### src/design/egas_pkg.sv
// ----------------------------------------------------------------------------
// egas_pkg
// Widths, stream layout and the per-arm statistics record.
// ----------------------------------------------------------------------------
package egas_pkg;

  localparam int unsigned DEF_NUM_ARMS = 10;

  localparam int unsigned ARM_W    = 4;
  localparam int unsigned REWARD_W = 16;
  localparam int unsigned CNT_W    = 16;
  localparam int unsigned SUM_W    = 32;
  localparam int unsigned PROD_W   = SUM_W + CNT_W + 1;

  localparam int unsigned S_TDATA_W = 24;  // 1 + 4 + 16 = 21 bits, padded
  localparam int unsigned M_TDATA_W = 8;

  localparam logic [CNT_W-1:0] CNT_MAX = '1;

  typedef struct packed {
    logic [CNT_W-1:0]        count;
    logic signed [SUM_W-1:0] sum;
  } stat_t;

endpackage

### src/design/egas_stats.sv
// ----------------------------------------------------------------------------
// egas_stats
// Per-arm count/sum memory: one write and one registered read port.
// Entries never written since reset read as zero via per-entry valid bits.
// ----------------------------------------------------------------------------
module egas_stats
  import egas_pkg::*;
#(
  parameter int unsigned NUM_ARMS = DEF_NUM_ARMS,
  parameter int unsigned IDX_W    = $clog2(NUM_ARMS)
) (
  input  logic             clk,
  input  logic             rst,
  input  logic             wr_en,
  input  logic [IDX_W-1:0] wr_addr,
  input  stat_t            wr_data,
  input  logic             rd_en,
  input  logic [IDX_W-1:0] rd_addr,
  output stat_t            rd_data
);

  stat_t               mem [NUM_ARMS];
  logic [NUM_ARMS-1:0] vld;
  stat_t               rd_raw;
  logic                rd_vld;

  always_ff @(posedge clk) begin
    if (wr_en) begin
      mem[wr_addr] <= wr_data;
    end
    if (rd_en) begin
      rd_raw <= mem[rd_addr];
    end
  end

  always_ff @(posedge clk) begin
    if (rst) begin
      vld    <= '0;
      rd_vld <= 1'b0;
    end else begin
      if (wr_en) begin
        vld[wr_addr] <= 1'b1;
      end
      if (rd_en) begin
        rd_vld <= vld[rd_addr];
      end
    end
  end

  assign rd_data = rd_vld ? rd_raw : '0;

endmodule

### src/design/egas_cmp.sv
// ----------------------------------------------------------------------------
// egas_cmp
// Shared mean compare: cand beats best when sum_c * cnt_b > sum_b * cnt_c.
// Products are registered; the decision comes in the cycle after en.
// ----------------------------------------------------------------------------
module egas_cmp
  import egas_pkg::*;
(
  input  logic  clk,
  input  logic  en,
  input  stat_t cand,
  input  stat_t best,
  output logic  better,
  output stat_t cand_q
);

  logic signed [PROD_W-1:0] p_cand;
  logic signed [PROD_W-1:0] p_best;
  logic                     zero_c;
  logic                     zero_b;
  logic                     best_neg;
  logic                     cand_pos;

  always_ff @(posedge clk) begin
    if (en) begin
      p_cand   <= cand.sum * $signed({1'b0, best.count});
      p_best   <= best.sum * $signed({1'b0, cand.count});
      zero_c   <= (cand.count == '0);
      zero_b   <= (best.count == '0);
      best_neg <= best.sum[SUM_W-1];
      cand_pos <= !cand.sum[SUM_W-1] && (cand.sum != '0);
      cand_q   <= cand;
    end
  end

  // an unplayed arm has mean zero
  always_comb begin
    if (zero_c && zero_b) begin
      better = 1'b0;
    end else if (zero_c) begin
      better = best_neg;
    end else if (zero_b) begin
      better = cand_pos;
    end else begin
      better = (p_cand > p_best);
    end
  end

endmodule

### src/design/epsilon_greedy_arm_selector.sv
// ----------------------------------------------------------------------------
// epsilon_greedy_arm_selector
// Each input beat reports one play: the played arm (the given random arm when
// explore is set, else the stored greedy arm) gets the Q4.12 reward added to
// its sum and its count bumped (both freeze once the count reaches 65535).
// All arms are then scanned from arm 0 with the played arm as the starting
// best; means are compared by cross-multiplication, an unplayed arm counting
// as mean 0, ties keeping the current best. One output beat carries the
// played arm and the winner, which also becomes the next greedy arm. An item
// occupies the block from accept to the next possible accept: a multiply and
// a compare state per arm through the shared multiply/compare unit, which
// reads one arm per step from the stats memory, plus the read-modify-write
// of the played arm. s_tready is low meanwhile; the output register lets a
// finished result wait while the next item runs.
// ----------------------------------------------------------------------------
module epsilon_greedy_arm_selector
  import egas_pkg::*;
#(
  parameter int unsigned NUM_ARMS = DEF_NUM_ARMS
) (
  input  logic                 clk,
  input  logic                 rst,
  input  logic                 s_tvalid,
  output logic                 s_tready,
  input  logic [S_TDATA_W-1:0] s_tdata,   // explore, random_arm[3:0], reward[15:0], pad
  output logic                 m_tvalid,
  input  logic                 m_tready,
  output logic [M_TDATA_W-1:0] m_tdata    // played_arm[3:0], next_arm[3:0]
);

  localparam int unsigned IDX_W = $clog2(NUM_ARMS);
  localparam logic [IDX_W-1:0] LAST = IDX_W'(NUM_ARMS - 1);

  typedef enum logic [2:0] {
    S_IDLE,
    S_RDP,
    S_UPD,
    S_RD0,
    S_MUL,
    S_CMP,
    S_DONE
  } state_t;

  state_t                     state;
  logic [IDX_W-1:0]           played;
  logic signed [REWARD_W-1:0] reward_q;
  logic [IDX_W-1:0]           idx;
  logic [IDX_W-1:0]           best_idx;
  stat_t                      best;
  logic [ARM_W-1:0]           greedy;
  logic [ARM_W-1:0]           out_played;
  logic [ARM_W-1:0]           out_next;

  logic                       explore;
  logic [ARM_W-1:0]           random_arm;
  logic signed [REWARD_W-1:0] reward;
  logic [ARM_W-1:0]           sel_arm;
  logic [IDX_W-1:0]           played_in;

  logic                       rd_en;
  logic [IDX_W-1:0]           rd_addr;
  stat_t                      rd_data;
  logic                       wr_en;
  stat_t                      upd_stat;
  logic                       better;
  stat_t                      cand_q;

  assign explore    = s_tdata[0];
  assign random_arm = s_tdata[4:1];
  assign reward     = $signed(s_tdata[20:5]);

  assign sel_arm   = explore ? random_arm : greedy;
  assign played_in = (int'(sel_arm) >= NUM_ARMS) ? LAST : IDX_W'(sel_arm);

  assign s_tready = (state == S_IDLE);
  assign m_tdata  = {out_next, out_played};

  // saturating update of the played arm
  always_comb begin
    upd_stat = rd_data;
    if (rd_data.count != CNT_MAX) begin
      upd_stat.count = rd_data.count + 1'b1;
      upd_stat.sum   = rd_data.sum + SUM_W'(reward_q);
    end
  end

  assign wr_en = (state == S_UPD);

  // reads run one arm ahead of the compare
  always_comb begin
    rd_en   = 1'b0;
    rd_addr = '0;
    case (state)
      S_RDP: begin
        rd_en   = 1'b1;
        rd_addr = played;
      end
      S_RD0: begin
        rd_en   = 1'b1;
        rd_addr = '0;
      end
      S_MUL: begin
        rd_en   = (idx != LAST);
        rd_addr = idx + 1'b1;
      end
      default: begin
        rd_en   = 1'b0;
        rd_addr = '0;
      end
    endcase
  end

  egas_stats #(
    .NUM_ARMS (NUM_ARMS),
    .IDX_W    (IDX_W)
  ) u_stats (
    .clk     (clk),
    .rst     (rst),
    .wr_en   (wr_en),
    .wr_addr (played),
    .wr_data (upd_stat),
    .rd_en   (rd_en),
    .rd_addr (rd_addr),
    .rd_data (rd_data)
  );

  egas_cmp u_cmp (
    .clk    (clk),
    .en     (state == S_MUL),
    .cand   (rd_data),
    .best   (best),
    .better (better),
    .cand_q (cand_q)
  );

  always_ff @(posedge clk) begin
    if (rst) begin
      state    <= S_IDLE;
      greedy   <= '0;
      m_tvalid <= 1'b0;
      idx      <= '0;
    end else begin
      // S_DONE reloads the output register itself
      if (m_tready && state != S_DONE) begin
        m_tvalid <= 1'b0;
      end
      case (state)
        S_IDLE: begin
          if (s_tvalid) begin
            played   <= played_in;
            reward_q <= reward;
            state    <= S_RDP;
          end
        end
        S_RDP: begin
          state <= S_UPD;
        end
        S_UPD: begin
          best     <= upd_stat;
          best_idx <= played;
          state    <= S_RD0;
        end
        S_RD0: begin
          idx   <= '0;
          state <= S_MUL;
        end
        S_MUL: begin
          state <= S_CMP;
        end
        S_CMP: begin
          if (better) begin
            best     <= cand_q;
            best_idx <= idx;
          end
          if (idx == LAST) begin
            state <= S_DONE;
          end else begin
            idx   <= idx + 1'b1;
            state <= S_MUL;
          end
        end
        S_DONE: begin
          if (!m_tvalid || m_tready) begin
            m_tvalid   <= 1'b1;
            out_played <= ARM_W'(played);
            out_next   <= ARM_W'(best_idx);
            greedy     <= ARM_W'(best_idx);
            state      <= S_IDLE;
          end
        end
        default: begin
          state <= S_IDLE;
        end
      endcase
    end
  end

endmodule

### config.mk
export PLATFORM = sky130hd
export DESIGN_NAME = epsilon_greedy_arm_selector
export DESIGN_NICKNAME = d
export VERILOG_FILES = /design/src/design/egas_pkg.sv /design/src/design/egas_stats.sv /design/src/design/egas_cmp.sv /design/src/design/epsilon_greedy_arm_selector.sv
export SDC_FILE = /design/constraint.sdc
export NUM_CORES = 2
export LEC_CHECK = 0
export CAP_MARGIN = 20
export CORE_ASPECT_RATIO = 1.4
export CORE_UTILIZATION = 61
export CTS_CLUSTER_DIAMETER = 30
export DETAILED_ROUTE_END_ITERATION = 12
export DONT_BUFFER_PORTS = 1
export PLACE_DENSITY = 0.77
export SETUP_SLACK_MARGIN = 0.5
export SYNTH_ARGS = -nofsm -noshare
export SYNTH_HDL_FRONTEND = slang
export SYNTH_SLANG_ARGS = --single-unit
export TNS_END_PERCENT = 100
### constraint.sdc
create_clock -name clk -period 8.32 [get_ports clk]
set_input_delay 0 -clock clk [delete_from_list [all_inputs] [get_ports clk]]
set_output_delay 0 -clock clk [all_outputs]
set_load 0.05 [all_outputs]
==> Yosys cells after proc, flatten, opt, wreduce, memory -nomap -nowiden <==
Memories as Yosys holds them, arrays and structs flattened. A register that Yosys moved wholly into a read port is not among the register bits.
Cells that the tools add are included.
{ "classes": {"addsub": 3, "n_mul": 2, "n_lt_le_gt_ge": 5, "eq_ne": 14, "muxes": 27, "bitwise": 2, "n_reduce_logical": 20} }
{ "ops": {"columns": ["op", "count"], "rows": [
  ["$mux 48", 3],
  ["$mul 32x17->49", 2],
  ["$pmux 48 s2", 1],
  ["$gt 49x49->1", 1],
  ["$add 32x16->32", 1],
  ["$logic_not 16->1", 2],
  ["$reduce_bool 32->1", 1],
  ["$pmux 4 s2", 3],
  ["$pmux 3 s7", 1],
  ["$add 16x1->16 const B", 1],
  ["$ne 16x16->1 const B", 1],
  ["$mux 4", 3],
  ["$lt 4x5->1 const B", 2],
  ["$mux 1", 10],
  ["$or 10x10->10", 1],
  ["$eq 3x3->1 const B", 3],
  ["$reduce_and 3->1", 3],
  ["$ne 2x2->1 const B", 4],
  ["$eq 3x2->1 const B", 2],
  ["$mux 3", 2],
  ["$reduce_and 2->1", 3],
  ["$add 4x1->4 const B", 1],
  ["$bmux 1 s4", 1],
  ["$demux 1 s4", 1],
  ["15 further kinds", 20]
]} }
{ "totals": {"regBits": 253, "mem_bits_rw": 480, "inputBits": 28, "elab_cells": 95, "n_memories": 1} }
{ "memory_table": {"columns": ["name", "words", "word_bits", "read_ports", "rd_ports_with_merged_regs", "write_ports", "line_no", "source"], "rows": [
  ["u_stats.mem", 10, 48, 1, 1, 1, "egas_stats.sv:22", "stat_t mem [NUM_ARMS];"]
]} }

==> Longest topological paths before layout <==
{ "logic_depth": {"word_depth": 6, "mapped_depth": 30} }

==> Modules after synthesis <==
Synthesis repeated with hierarchy kept, for this count alone.
{ "hier_totals": {"cells_unflattened": 5971, "area_unflattened_um2": 68655.8} }
{ "modules_own_cells": {"columns": ["mod", "instances", "cells_per_inst", "area_each_um2"], "rows": [
  ["egas_cmp", 1, 4488, 42127.9],
  ["egas_stats", 1, 825, 20211.9],
  ["epsilon_greedy_arm_selector", 1, 658, 6316.1]
]} }

==> Least setup slack after synthesis <==
Ideal clock, no wire load.
{ "synth_timing": {"kind": "register -> register", "from": "reg state[1]", "to": "reg u_cmp.best_neg, enable pin", "setup_ns": 0.661, "t_arrival_ns": 6.928, "required_time_ns": 7.659, "slack_ns": 0.731, "path_stages_with_launch": 4, "path_buffers": 2, "path_cell_list": "dfxtp_1 -> clkbuf_1 -> clkbuf_1 -> nor2_1"} }
{ "synth_between": {"elab_chain_cells": 1} }
{ "synth_lines": {"columns": ["item", "line_no", "source"], "rows": [
  ["start, declared", "epsilon_greedy_arm_selector.sv:44", "state_t state;"],
  ["start signal, assigned", "epsilon_greedy_arm_selector.sv:138", "state <= S_IDLE;"],
  ["start signal, assigned", "epsilon_greedy_arm_selector.sv:152", "state <= S_RDP;"],
  ["start signal, assigned", "epsilon_greedy_arm_selector.sv:156", "state <= S_UPD;"],
  ["$eq 3x3->1", "epsilon_greedy_arm_selector.sv:129", ".en (state == S_MUL),"],
  ["end signal, assigned", "egas_cmp.sv:30", "best_neg <= best.sum[SUM_W-1];"],
  ["end, declared", "egas_cmp.sv:21", "logic best_neg;"]
]} }
Every way passes these cells.
A chain may end at the register's enable or synchronous reset.

==> Final worst setup path <==
{ "layout_timing": {"from": "reg u_stats.rd_vld", "to": "reg u_cmp.p_cand[46] (data pin)"} }
{ "layout_between": {"elab_chain_cells": 2} }
{ "layout_lines": {"columns": ["item", "line_no", "source"], "rows": [
  ["start, declared", "egas_stats.sv:25", "logic rd_vld;"],
  ["start signal, assigned", "egas_stats.sv:45", "rd_vld <= vld[rd_addr];"],
  ["$mux 48", "egas_stats.sv:50", "assign rd_data = rd_vld ? rd_raw : '0;"],
  ["$mul 32x17->49", "egas_cmp.sv:26", "p_cand <= cand.sum * $signed({1'b0, best.count});"],
  ["end signal, assigned", "egas_cmp.sv:26", null],
  ["end, declared", "egas_cmp.sv:17", "logic signed [PROD_W-1:0] p_cand;"]
]} }
Every way passes these cells.

==> impl_metrics.tcl <==
set metrics [dict create \
    reg2reg_to "u_cmp.p_cand[46]" \
    postRouteAntennaNets 0 \
    syn_avg_cell_area_um2 11.1 \
    hp-class "input port to register" \
    grt-busiest-layer "met2" \
    r2r_slack_ns 0.68 \
    hold_viol_final 0 \
    rr_startpoint "u_stats.rd_vld" \
    rsz0062_at_grt "yes" \
    start_util 0.614 \
    grt_util_met1 0.390 \
    arrival_ns 8.08 \
    muxShareOfSynthArea 0.0372 \
    numPortBuffers 0 \
    core_area_um2 111000 \
    fin_area_um2 74400 \
    slew_viol_final 0 \
    cts_made_buffers 97 \
    synth-async-reset-ratio 0 \
    yosys.area_share.simple 0.124 \
    grt_util_met3 0.0529 \
    grt_pass1_wl_um 294000 \
    ys_ff_latch 781 \
    die_x_um 285 \
    wl_per_cell_um 25.0 \
    die_h_um 398 \
    place_congestion 0.987 \
    worst-path-max-fanout 11 \
    holdCritStartpoint "s_tdata[1]" \
    remaining_drc_errors 0 \
    drt_iter0_drc 4557 \
    grt_pass1_vias 51193 \
    area_growth_pct 8.80 \
    h-tree-depth 3 \
    cts_tree "done" \
    synth_top_area_frac 0.333 \
    min_to "played[0]" \
    power_density_nw_per_um2 202 \
    synthCells 6180 \
    r2r_cells 24 \
    setup-violations-final 0 \
    ir_worst_vdd_v 0.000249 \
    cts_sinks 781 \
    whs_path_depth 2 \
    crit_required_ns 8.76 \
    critPathKind "register to register" \
    final_nets 7485 \
    antenna_found_initial 4 \
    drive_gt1_frac 0.0801 \
    finalCriticalPeriod_ns 7.64 \
    cellLeakagePower_uw 0.0341 \
    synth.yosys.warnings 0 \
    firstDrtPassIters 6 \
    met2_usage 0.589 \
    viasPerCell 6.18 \
    slew_headroom 0.183 \
    insertion_delay_ns 0.75 \
    grt_max_degree 139 \
    wl_um 193000 \
    netlist_top_cells_area "edfxtp_1 33%, fa_1 29%, inv_1 6.7%, ha_1 5.8%, and3_1 4.3%" \
    rows 145 \
    cts.clk_slew.worst_paths_ns 0.07 \
    cap_violations 0 \
    placed_area_um2 70300 \
    cts_buffer_depth 3 \
    synthAdderAreaFrac 0.345 \
    max_freq_mhz 131 \
    tightest_slew_ns 1.23 \
    synth_xor_area_frac 0.0182 \
    yosysSeqAreaShare 0.339 \
    cp-start-kind "register" \
    yosysTopAreaCell "edfxtp_1" \
    synth_top_family_by_area "adder cells" \
    synthFlopType "edfxtp_1" \
    syn_nets 7505 \
    die_area_um2 114000 \
    synth_edf_count 758 \
    track_usage 0.350 \
    synth_compound_area_frac 0.0518 \
    status "finished, final reports clean" \
    finClkSkew_ns 0.0775 \
    ios 38 \
    fin_crit_sh 0.918 \
    num_vias 47682 \
    dpl.hpwl_um 138000 \
    overflow 0 \
    cp-end-kind "register" \
    finalSetupTns_ns 0 \
    synth_area_um2 68400 \
    cts-root-buf "clkbuf_16" \
    synth.distinct_cells 86 \
]
## cell usage in the layout, fill, tap and decap left out, types with 46 or more instances in the layout
cell	n
ha_1	318
o21ai_0	70
nand2_1	784
xnor2_1	105
fa_1	979
mux4_2	98
nor2b_1	69
clkbuf_16	97
a21o_1	74
a211oi_1	65
edfxtp_1	758
a21oi_1	143
inv_1	1218
dlygate4sd3_1	46
buf_4	132
nor2_1	194
a31oi_1	61
and3_1	473
## final cells by class
class                           count  area (um2)
Inverter                         1222        4590
Sequential cell                   781       23200
Timing Repair Buffer              205        1850
Clock inverter                     81         947
Clock buffer                      100        2440
Tap cell                         1470        1840
Antenna cell                        4        10.0
Fill cell                        8104       37000
Multi-Input combinational cell   3853       39500
## synth_stat cells, types with 32 or more instances
cell	count
edfxtp_1	758
nand4_1	32
nand2_1	784
nand3_1	40
and3_1	473
o21ai_0	71
a21oi_1	143
xnor2_1	105
and2_1	41
nor3_1	35
inv_1	1219
mux4_2	98
nor2b_1	70
fa_1	979
clkbuf_1	300
a21o_1	75
nor2_1	205
a31oi_1	61
a211oi_1	65
ha_1	318
xor2_1	37
## worst max-delay path: stages (launching register included)
cell,delay [ns]
dfxtp_4,0.54
buf_8,0.25
and2_1,0.45
buf_4,0.26
nand2_1,0.10
fa_1,0.49
fa_1,0.56
fa_1,0.52
inv_1,0.05
fa_1,0.52
fa_1,0.50
inv_1,0.05
fa_1,0.59
inv_1,0.07
ha_1,0.36
a31o_2,0.27
a21oi_1,0.25
nand2_1,0.08
nand2_1,0.08
a21oi_2,0.07
o41a_1,0.53
a221oi_2,0.32
o31ai_1,0.13
o22ai_1,0.18
xnor2_1,0.09
## cells by family after synthesis
| family | after synthesis |
|---|---|
| simple gates | 1754 |
| buf+inv | 1546 |
| fa+ha+maj | 1297 |
| flops | 781 |
| compound gates | 531 |
| xor+xnor | 142 |
| mux | 129 |
## metrics by stage
| step | power [uW] | std cells | hold WS, ns | util | setup slack, ns |
|---|---|---|---|---|---|
| floorplan | 8600 | 6180 | 0.0989 | - | 0.731 |
| global placement | 10500 | 7468 | 0.0861 | 0.631 | 0.490 |
| detailed placement | 10600 | 7470 | 0.0933 | 0.631 | 0.487 |
| CTS | 15000 | 7696 | 0.0238 | 0.666 | 0.528 |
| global route | 15800 | 7713 | 0.0747 | 0.668 | 0.443 |
| finish | 15100 | 7716 | 0.0583 | 0.668 | 0.679 |
## worst max path at each step
stage,startpoint,end
floorplan,state[1],u_cmp.best_neg
global placement,u_stats.rd_vld,u_cmp.p_best[42]
detailed placement,u_stats.rd_vld,u_cmp.p_best[47]
CTS,u_stats.rd_vld,u_cmp.p_cand[48]
global route,u_stats.rd_vld,u_cmp.p_cand[48]
finish,u_stats.rd_vld,u_cmp.p_cand[46]
## layer usage
layer | vias to the layer above | share of wire | routed length (um)
met5 | - | 0.000047 | 9
li1 | 19988 | - | -
met3 | 818 | 0.082 | 15800
met4 | 2 | 0.099 | 19100
met2 | 2704 | 0.49 | 94800
met1 | 24170 | 0.33 | 63100
## state kept, by name (all words and copies together), names as in the netlist, 3 cells and up
name	cells
u_stats.mem	480
u_cmp.p_best	49
u_cmp.p_cand	49
best	48
u_cmp.cand_q	48
u_stats.rd_raw	48
reward_q	16
u_stats.vld	10
best_idx	4
greedy	4
idx	4
out_next	4
out_played	4
played	4
state	3
## where the power goes
group / switching [uW] / total, uW / leakage, uW / internal (uW)
Clock: 1880 / 4320 / 0.00160 / 2440
Sequential: 181 / 4860 / 0.00708 / 4680
Combinational: 3740 / 5880 / 0.0254 / 2140
## repair_timing
item	in CTS	in global routing
hold endpoints to repair	103	4
buffers inserted	1	5
hold buffers	44	3
endpoints found under the setup margin	11	28
gates resized for setup	1	20
Note: power is estimated with default switching activity, not from simulation.
